<file path="src/sv/ssc_pkg.sv">
// Shared types and constants of the sensor smoothing and change reporter.
// No dependencies; imported by the top level, the filter, the checker and the testbench.
package ssc_pkg;

    localparam int unsigned AXES       = 3;
    localparam int unsigned VAL_W      = 16;
    localparam int unsigned CFG_W      = 8;
    localparam int unsigned APB_DATA_W = 32;
    localparam int unsigned APB_ADDR_W = 4;

    typedef logic signed [VAL_W-1:0] t_val;
    typedef logic [CFG_W-1:0]        t_cfg;

    // Register indexes (word address = paddr[3:2]).
    typedef enum logic [1:0] {
        REG_REPORT_PERIOD  = 2'd0,
        REG_ROTATION_PHASE = 2'd1,
        REG_GYRO_PERIOD    = 2'd2,
        REG_GYRO_PHASE     = 2'd3
    } t_reg_idx;

    localparam t_cfg RST_REPORT_PERIOD  = 8'd20;
    localparam t_cfg RST_ROTATION_PHASE = 8'd10;
    localparam t_cfg RST_GYRO_PERIOD    = 8'd3;
    localparam t_cfg RST_GYRO_PHASE     = 8'd1;

    localparam logic KIND_ACCEL    = 1'b0;
    localparam logic KIND_ROTATION = 1'b1;

endpackage

</file>
<file path="src/sv/sensor_smoothing_change_reporter_unit.sv">
// A request is registered in the input register on acceptance, and its report, if
// any, is registered in the result register when the request moves on.
// Throughput: one request per cycle, set by the single compute stage between the
// input register and the result register; a held result stalls the input only
// once the input register is also full. Reset (synchronous, active low) clears
// the phase counters, the filter and last-sent triples and restores the registers.
module sensor_smoothing_change_reporter_unit (
    input  logic                               i_clk,
    input  logic                               i_rst_n,
    // tick request channel
    input  logic                               i_in_valid,
    output logic                               o_in_stall,
    input  ssc_pkg::t_val                      i_accel_x,
    input  ssc_pkg::t_val                      i_accel_y,
    input  ssc_pkg::t_val                      i_accel_z,
    input  ssc_pkg::t_val                      i_rate_x,
    input  ssc_pkg::t_val                      i_rate_y,
    input  ssc_pkg::t_val                      i_rate_z,
    // report channel
    output logic                               o_out_valid,
    input  logic                               i_out_stall,
    output logic                               o_report_kind,
    output ssc_pkg::t_val                      o_value_x,
    output ssc_pkg::t_val                      o_value_y,
    output ssc_pkg::t_val                      o_value_z,
    // configuration port
    input  logic                               psel,
    input  logic                               penable,
    input  logic                               pwrite,
    input  logic [ssc_pkg::APB_ADDR_W-1:0]     paddr,
    input  logic [ssc_pkg::APB_DATA_W-1:0]     pwdata,
    output logic [ssc_pkg::APB_DATA_W-1:0]     prdata,
    output logic                               pready
);
    import ssc_pkg::*;

    // Configuration registers
    t_cfg r_report_period;
    t_cfg r_rotation_phase;
    t_cfg r_gyro_period;
    t_cfg r_gyro_phase;

    // Block state
    t_cfg r_report_count;
    t_cfg r_gyro_count;
    t_val r_last_accel [AXES];
    t_val r_filt       [AXES];
    t_val r_last_rate  [AXES];

    // Input register
    logic r_in_valid;
    t_val r_accel [AXES];
    t_val r_rate  [AXES];

    // Result register
    logic r_out_valid;
    logic r_kind;
    t_val r_val [AXES];

    // Compute stage
    logic         out_free;
    logic         in_ready;
    logic         fire;
    logic [CFG_W:0] rc_inc;
    logic [CFG_W:0] gc_inc;
    t_cfg         n_report_count;
    t_cfg         n_gyro_count;
    logic         accel_diff;
    logic         rate_diff;
    logic         accel_due;
    logic         filt_due;
    logic         rot_due;
    t_val         filt_upd [AXES];
    t_val         n_filt   [AXES];
    logic         cfg_wr;
    t_reg_idx     cfg_idx;

    // Handshake: the result register frees when empty or being taken; the input
    // register takes a new request whenever it can hand its own one forward.
    assign out_free   = !r_out_valid || !i_out_stall;
    assign in_ready   = !r_in_valid || out_free;
    assign o_in_stall = !in_ready;
    assign fire       = r_in_valid && out_free;

    // Phase counters wrap once count + 1 reaches the period (period 0 acts as 1).
    assign rc_inc         = {1'b0, r_report_count} + (CFG_W+1)'(1);
    assign gc_inc         = {1'b0, r_gyro_count} + (CFG_W+1)'(1);
    assign n_report_count = (rc_inc >= {1'b0, r_report_period}) ? '0 : rc_inc[CFG_W-1:0];
    assign n_gyro_count   = (gc_inc >= {1'b0, r_gyro_period}) ? '0 : gc_inc[CFG_W-1:0];

    // Filter per axis; the updated value is seen by this tick's rotation check.
    for (genvar a = 0; a < AXES; a++) begin : g_axis
        ssc_ema u_ema (
            .i_filt (r_filt[a]),
            .i_rate (r_rate[a]),
            .o_filt (filt_upd[a])
        );
        assign n_filt[a] = filt_due ? filt_upd[a] : r_filt[a];
    end

    assign filt_due = (n_gyro_count == r_gyro_phase);

    always_comb begin
        accel_diff = 1'b0;
        rate_diff  = 1'b0;
        for (int a = 0; a < AXES; a++) begin
            accel_diff = accel_diff || (r_accel[a] != r_last_accel[a]);
            rate_diff  = rate_diff  || (n_filt[a] != r_last_rate[a]);
        end
    end

    // Acceleration wins a shared phase; a skipped rotation report keeps last_rate.
    assign accel_due = (n_report_count == '0) && accel_diff;
    assign rot_due   = !accel_due && (n_report_count == r_rotation_phase) && rate_diff;

    // Input register
    always_ff @(posedge i_clk) begin
        if (!i_rst_n) begin
            r_in_valid <= 1'b0;
        end else if (in_ready) begin
            r_in_valid <= i_in_valid;
        end
        if (in_ready && i_in_valid) begin
            r_accel[0] <= i_accel_x;
            r_accel[1] <= i_accel_y;
            r_accel[2] <= i_accel_z;
            r_rate[0]  <= i_rate_x;
            r_rate[1]  <= i_rate_y;
            r_rate[2]  <= i_rate_z;
        end
    end

    // Block state: advance only when the registered request moves on.
    always_ff @(posedge i_clk) begin
        if (!i_rst_n) begin
            r_report_count <= '0;
            r_gyro_count   <= '0;
            for (int a = 0; a < AXES; a++) begin
                r_last_accel[a] <= '0;
                r_filt[a]       <= '0;
                r_last_rate[a]  <= '0;
            end
        end else if (fire) begin
            r_report_count <= n_report_count;
            r_gyro_count   <= n_gyro_count;
            for (int a = 0; a < AXES; a++) begin
                r_filt[a] <= n_filt[a];
                if (accel_due) begin
                    r_last_accel[a] <= r_accel[a];
                end
                if (rot_due) begin
                    r_last_rate[a] <= n_filt[a];
                end
            end
        end
    end

    // Result register: hold while stalled, load the report of the firing request.
    always_ff @(posedge i_clk) begin
        if (!i_rst_n) begin
            r_out_valid <= 1'b0;
        end else if (out_free) begin
            r_out_valid <= fire && (accel_due || rot_due);
        end
        if (fire) begin
            r_kind <= accel_due ? KIND_ACCEL : KIND_ROTATION;
            for (int a = 0; a < AXES; a++) begin
                r_val[a] <= accel_due ? r_accel[a] : n_filt[a];
            end
        end
    end

    assign o_out_valid   = r_out_valid;
    assign o_report_kind = r_kind;
    assign o_value_x     = r_val[0];
    assign o_value_y     = r_val[1];
    assign o_value_z     = r_val[2];

    // Configuration port: zero-wait writes in the access phase.
    assign pready  = 1'b1;
    assign cfg_wr  = psel && penable && pwrite && pready;
    assign cfg_idx = t_reg_idx'(paddr[APB_ADDR_W-1:2]);

    always_ff @(posedge i_clk) begin
        if (!i_rst_n) begin
            r_report_period  <= RST_REPORT_PERIOD;
            r_rotation_phase <= RST_ROTATION_PHASE;
            r_gyro_period    <= RST_GYRO_PERIOD;
            r_gyro_phase     <= RST_GYRO_PHASE;
        end else if (cfg_wr) begin
            case (cfg_idx)
                REG_REPORT_PERIOD:  r_report_period  <= pwdata[CFG_W-1:0];
                REG_ROTATION_PHASE: r_rotation_phase <= pwdata[CFG_W-1:0];
                REG_GYRO_PERIOD:    r_gyro_period    <= pwdata[CFG_W-1:0];
                REG_GYRO_PHASE:     r_gyro_phase     <= pwdata[CFG_W-1:0];
                default: ;
            endcase
        end
    end

    always_comb begin
        case (cfg_idx)
            REG_REPORT_PERIOD:  prdata = {{(APB_DATA_W-CFG_W){1'b0}}, r_report_period};
            REG_ROTATION_PHASE: prdata = {{(APB_DATA_W-CFG_W){1'b0}}, r_rotation_phase};
            REG_GYRO_PERIOD:    prdata = {{(APB_DATA_W-CFG_W){1'b0}}, r_gyro_period};
            REG_GYRO_PHASE:     prdata = {{(APB_DATA_W-CFG_W){1'b0}}, r_gyro_phase};
            default:            prdata = '0;
        endcase
    end

endmodule

</file>
<file path="src/sv/ssc_ema.sv">
// One axis of the quarter-weight smoothing filter: f' = trunc(3f/4) + trunc(g/4).
// Depends on ssc_pkg.
module ssc_ema (
    input  ssc_pkg::t_val i_filt,
    input  ssc_pkg::t_val i_rate,
    output ssc_pkg::t_val o_filt
);
    import ssc_pkg::*;

    logic signed [VAL_W+1:0] f3;
    logic signed [VAL_W+1:0] f3_adj;
    logic signed [VAL_W+1:0] q_filt;
    logic signed [VAL_W:0]   g_adj;
    logic signed [VAL_W:0]   q_rate;
    logic signed [VAL_W+1:0] sum;

    // Bias negative values by 3 before the shift so it truncates toward zero.
    assign f3     = {{2{i_filt[VAL_W-1]}}, i_filt} + {i_filt[VAL_W-1], i_filt, 1'b0};
    assign f3_adj = f3 + (f3[VAL_W+1] ? (VAL_W+2)'(3) : (VAL_W+2)'(0));
    assign q_filt = f3_adj >>> 2;
    assign g_adj  = {i_rate[VAL_W-1], i_rate}
                  + (i_rate[VAL_W-1] ? (VAL_W+1)'(3) : (VAL_W+1)'(0));
    assign q_rate = g_adj >>> 2;
    assign sum    = q_filt + {q_rate[VAL_W], q_rate};
    assign o_filt = sum[VAL_W-1:0];

endmodule

</file>
<file path="config.mk">
export PLATFORM = sky130hd
export DESIGN_NAME = sensor_smoothing_change_reporter_unit
export DESIGN_NICKNAME = d
export VERILOG_FILES = /design/src/sv/ssc_pkg.sv /design/src/sv/sensor_smoothing_change_reporter_unit.sv /design/src/sv/ssc_ema.sv
export SDC_FILE = /design/constraint.sdc
export NUM_CORES = 1
export LEC_CHECK = 0
export ABC_AREA = 1
export BUFFER_PORTS_ARGS = -buffer_cell sky130_fd_sc_hd__buf_2
export CORE_AREA = 2 2 204 206
export CTS_BUF_LIST = sky130_fd_sc_hd__clkbuf_4 sky130_fd_sc_hd__clkbuf_8 sky130_fd_sc_hd__clkbuf_16
export CTS_CLUSTER_SIZE = 24
export DETAILED_ROUTE_END_ITERATION = 16
export DIE_AREA = 0 0 206 208
export PLACE_DENSITY = 0.83
export SYNTH_ARGS = -nofsm -noshare
export SYNTH_HDL_FRONTEND = slang
export SYNTH_SLANG_ARGS = --single-unit
</file>
<file path="constraint.sdc">
create_clock -name i_clk -period 6.6 [get_ports i_clk]
set_clock_uncertainty 0.1 [all_clocks]
set_input_delay 0.33 -clock i_clk [delete_from_list [all_inputs] [get_ports i_clk]]
set_output_delay 0.33 -clock i_clk [all_outputs]
set_load 0.1 [all_outputs]
</file>
Yosys cells after proc, flatten, opt, wreduce, memory -nomap -nowiden --
Memory sizes are Yosys's and may differ from the RTL's. Cells that the tools add are included.
Storage, ports and cells: bits in registers 51, RAM bits 288, input port bits 139, output and inout port bits 84, word-level logic and storage cells 117, memories 6
Operators by class: add/sub/neg operators 14, magnitude comparators 2, equal/unequal tests 11, multiplexer cells 40, bitwise logic cells 9, reductions and logical operators 26
Memory list:
- r_accel | depth 3, width 16, read ports 3, clocked after memory_dff 0, write ports 3, line sensor_smoothing_change_reporter_unit.sv:52 | t_val r_accel [AXES];
- r_filt | depth 3, width 16, read ports 3, clocked after memory_dff 0, write ports 3, line sensor_smoothing_change_reporter_unit.sv:47 | t_val r_filt [AXES];
- r_last_accel | depth 3, width 16, read ports 3, clocked after memory_dff 0, write ports 3, line sensor_smoothing_change_reporter_unit.sv:46 | t_val r_last_accel [AXES];
- r_last_rate | depth 3, width 16, read ports 3, clocked after memory_dff 0, write ports 3, line sensor_smoothing_change_reporter_unit.sv:48 | t_val r_last_rate [AXES];
- r_rate | depth 3, width 16, read ports 3, clocked after memory_dff 0, write ports 3, line sensor_smoothing_change_reporter_unit.sv:53 | t_val r_rate [AXES];
- r_val | depth 3, width 16, read ports 3, clocked after memory_dff 0, write ports 3, line sensor_smoothing_change_reporter_unit.sv:58 | t_val r_val [AXES];
Operators by type and width (count):
- 16-bit 2-to-1 mux | 15
- 32-bit case mux with 4 select lines | 1
- 16-bit != test | 6
- 16-bit by 17-bit adder with 18-bit output | 3
- 18-bit by 3-bit adder with 18-bit output | 3
- 16-bit by 3-bit adder with 17-bit output | 3
- 16-bit by 15-bit adder with 16-bit output | 3
- 8-bit by 1-bit adder with 9-bit output, second input constant | 2
- 9-bit by 8-bit >= comparator with 1-bit output | 2
- 8-bit equality test | 2
- 1-bit 2-to-1 mux | 16
- 8-bit 2-to-1 mux | 2
- 2-bit 2-to-1 mux | 6
- 1-bit bitwise OR | 9
- 1-bit logical AND | 8
- 8-bit logical NOT | 1
- 2-bit AND reduction | 4
- 1-bit logical OR | 7
- 1-bit logical NOT | 5
- 2-bit equality test, second input constant | 2
- 2-bit by 1-bit equality test with 1-bit output, second input constant | 1
- 2-bit logical NOT | 1

Depth between registers and ports, before layout --
An unclocked memory read counts as a cell.
depth in word-level cells 15, mapped depth 42, gate-level depth less buffers 40

Cells and area by module --
Synthesis repeated with hierarchy kept, for this count alone.
Unflattened totals: cells, all modules 2891, area total of the unflattened synthesis 22879.4 sq um
By module, submodules not included:
- sensor_smoothing_change_reporter_unit | times used 1, cells an instance 1614, area each 15810.2 sq um, seq. area each 9679.3 sq um
- ssc_ema (g_axis[1].u_ema) | times used 1, cells an instance 428, area each 2428.6 sq um, seq. area each 0.0 sq um
- ssc_ema (g_axis[0].u_ema) | times used 1, cells an instance 446, area each 2406.1 sq um, seq. area each 0.0 sq um
- ssc_ema (g_axis[2].u_ema) | times used 1, cells an instance 403, area each 2234.6 sq um, seq. area each 0.0 sq um

Worst setup path after synthesis --
Ideal clock, no wire load.
path kind flip-flop to flip-flop, from register r_out_valid, in the netlist o_out_valid, to memory r_last_accel[0][0] (netlist name) (enable), library setup time 520 ps, arrival 7087 ps, data required time 5980 ps, setup slack -1107 ps, stages on the path, launching flop included 6, buffers on the path 0, clock period less this slack 7707 ps, cell sequence dfxtp_1 nand2_1 inv_1 nor2_1 inv_1 o21ai_0
RTL lines:
- start, declared | line sensor_smoothing_change_reporter_unit.sv:56 | logic r_out_valid;
- start signal, assigned | line sensor_smoothing_change_reporter_unit.sv:163 | r_out_valid <= fire && (accel_due || rot_due);
- end, declared | line sensor_smoothing_change_reporter_unit.sv:46

==> flow_summary.json <==
{
  "coreArea_um2": 40550,
  "die_w_um": 206,
  "num_vias": 19830,
  "netlist_instances": 2818,
  "cts_tree": "yes",
  "cpMostUsedCell": "nand2_1",
  "die_area_um2": 42850,
  "wire_per_inst_um": 16.48,
  "ctsRootBufferMaster": "clkbuf_16",
  "p_leak_nw": 12.28,
  "dr.pass1.iters": 6,
  "synth_area_um2": 22190,
  "ant_nets": 0,
  "ir_drop_uv": 254.6,
  "path_max_fanout": 27,
  "synth-main-ff-cell": "edfxtp_1",
  "gr-total-overflow": 0,
  "rsz0062_at_grt": "no",
  "finalCriticalPeriod_ns": 5.949,
  "antenna_found_initial": 4,
  "slew_headroom_pct": 21.11,
  "row_count": 74,
  "synth.area.top_cells": "edfxtp_1 39%, nand2_1 12%, inv_1 7.2%, ha_1 6.4%, nor2_1 5.3%",
  "ys_ff_latch": 339,
  "final_net_count": 3352,
  "critPathSlowestCell": "edfxtp_1",
  "synth_edf_count": 289,
  "finalHoldViolations": 0,
  "ys_types": 45,
  "ioPinCount": 223,
  "first_iter_violations": 1594,
  "synth_top_area_share_pct": 39.12,
  "critical_path.top_delay_family": "simple AND/OR/NAND/NOR gates",
  "endpoint_kind": "flip-flop",
  "yosys_warnings": 0,
  "grt_pass1_wl_um": 95860,
  "cts_made_buffers": 40,
  "wirelength_um": 60290,
  "initial_core_util_pct": 54.71,
  "clk_pin_slew_ns": 0.06,
  "async_flop_share_pct": 0,
  "finalSetupViolCount": 0,
  "slowest_delay_ns": 0.46,
  "dieHeight_um": 208,
  "grt_pass1_vias": 19200,
  "fill_cells": 3359,
  "hold_path_class": "in -> reg",
  "grt_max_degree": 103,
  "dp_hpwl_um": 43240,
  "fin_setup_tns_ns": 0,
  "power_density_nw_per_um2": 323.0,
  "crit_arrival_ns": 6.11,
  "cp-start-kind": "flip-flop",
  "place_congestion": 0.9255,
  "syn2layout_area_growth_pct": 16.93,
  "drive_above_1_share_pct": 9.219,
  "most-common-layout-cells": "711 x nand2_1, 421 x inv_1, 309 x nor2_1",
  "fmax_mhz": 168.1,
  "run_status": "finished clean",
  "htreeDepth": 2,
  "critPathRequiredTime_ns": 6.76,
  "yosysTopAreaCell": "edfxtp_1",
  "p_total_mw": 8.379,
  "track_usage_pct": 28.00,
  "final_common_cell": "nand2_1",
  "drc": 0,
  "maxSlewViolCount": 0,
  "cts_max_path_buffers": 3,
  "syn_area_per_cell_um2": 7.873,
  "tritoncts_num_sinks": 339,
  "drv_cap": 0,
  "insertion_delay_ns": 0.59,
  "viasPerCell": 5.421,
  "portBuffers": 171,
  "period_share_pct": 90.14,
  "crit_type": "reg -> reg",
  "cp_num_buf_inv": 7,
  "worst_pin_slew_ns": 1.183,
  "synth_seq_area_share_pct": 43.63,
  "finalHoldWorstSlack_ns": 0.02662
}
## logic make-up (layout without fill, tap and decap cells)
group / Yosys count / count (layout) / share of synthesized area [%]
xor gates and xnor gates: 154 / 154 / 6.080
and+or+nand+nor: 1397 / 1397 / 26.87
other: 2 / 28 / 0.03385
AOI/OAI and AO/OA: 299 / 299 / 7.146
adders and majority gates: 120 / 120 / 6.971
buffers and inverters: 507 / 790 / 9.272
DFF: 339 / 339 / 43.63
## cell type report
class	instances	area (um2)	share of cell area (%)
inverter	427	1605	6.188
timing repair buffer	290	2049	7.900
tap	532	665.6	2.566
clock inverter	25	269.0	1.037
antenna	3	7.507	0.02894
multi-input combinational	1995	10580	40.78
clock buffer	48	1086	4.187
sequential	339	9679	37.31
## routing by layer
layer  GRT usage, %  part of all wire [%]  up-vias
li1               -                     -     9726
met1          35.71                    41     9213
met2          47.91                    49      753
met3          3.963                   6.7      140
met4          10.79                   3.5        2
met5              0                 0.022        -
## timing repair
action,in CTS,in global routing
hold buffers,102,0
setup endpoints to repair,0,97
buffers inserted,0,1
gates resized for setup,0,10
hold endpoints to repair,110,0
## cell usage after synthesis, drive strengths merged (2+ instances only)
| cell type | count |
|---|---|
| nand2 | 717 |
| xor2 | 106 |
| a21oi | 108 |
| o21bai | 6 |
| buf | 51 |
| a21boi | 3 |
| or2 | 6 |
| a21o | 4 |
| nor3 | 20 |
| o21ai | 153 |
| nor4 | 9 |
| nor2 | 319 |
| edfxtp | 289 |
| a31oi | 3 |
| o211ai | 6 |
| conb | 2 |
| o22ai | 10 |
| and2 | 2 |
| nand3 | 222 |
| nand3b | 53 |
| xnor2 | 48 |
| inv | 426 |
| fa | 6 |
| nand4 | 47 |
| ha | 114 |
| clkbuf | 29 |
| or4 | 2 |
| dfxtp | 50 |
## flip-flops by register name, indices dropped and copies added, names as in the netlist
register          count
r_rate               48
r_gyro_phase          8
r_accel              48
r_rotation_phase      8
r_report_period       8
o_report_kind         1
o_out_valid           1
r_report_count        8
r_filt               48
r_in_valid            1
r_gyro_period         8
r_last_accel         48
r_gyro_count          8
r_val                48
r_last_rate          48
## path summary, 6_finish.rpt
path	start	end	slack (ns)	cells after the start
hold reg to reg	r_gyro_period[4]$_SDFFE_PN0P_	r_gyro_period[4]$_SDFFE_PN0P_	0.40	2
setup / recovery	r_rate[0][15]$_DFFE_PP_	r_last_rate[0][2]$_SDFFCE_PN0P_	0.65	36
hold / removal	pwdata[5]	r_rotation_phase[5]$_SDFFE_PN0P_	0.03	3
setup reg to reg	r_rate[0][15]$_DFFE_PP_	r_last_rate[0][2]$_SDFFCE_PN0P_	0.65	36
## per-stage QoR
stage	cell area, um2	util [%]	std cells	worst slack [ns]
CTS	25900	63.86	3655	0.2432
finish	25940	63.97	3659	0.6505
detailed placement	23520	58.00	3480	0.3029
floorplan	22270	-	2841	0.1859
global placement	23520	58.00	3480	0.5176
global route	25940	63.97	3659	0.009043
## report_power, final
group / switching (mW) / total, mW / internal [mW]
combinational: 2.45 / 3.44 / 0.986
sequential: 0.116 / 2.67 / 2.56
clock: 0.956 / 2.27 / 1.31
## tightest hold or removal path, delay by kind of cell
family / cells / cell delay (ns)
AOI/OAI and AO/OA: 1 / 0.10
and+or+nand+nor: 1 / 0.10
buffers and inverters: 1 / 0.14
Note: power is estimated with default switching activity, not from simulation.
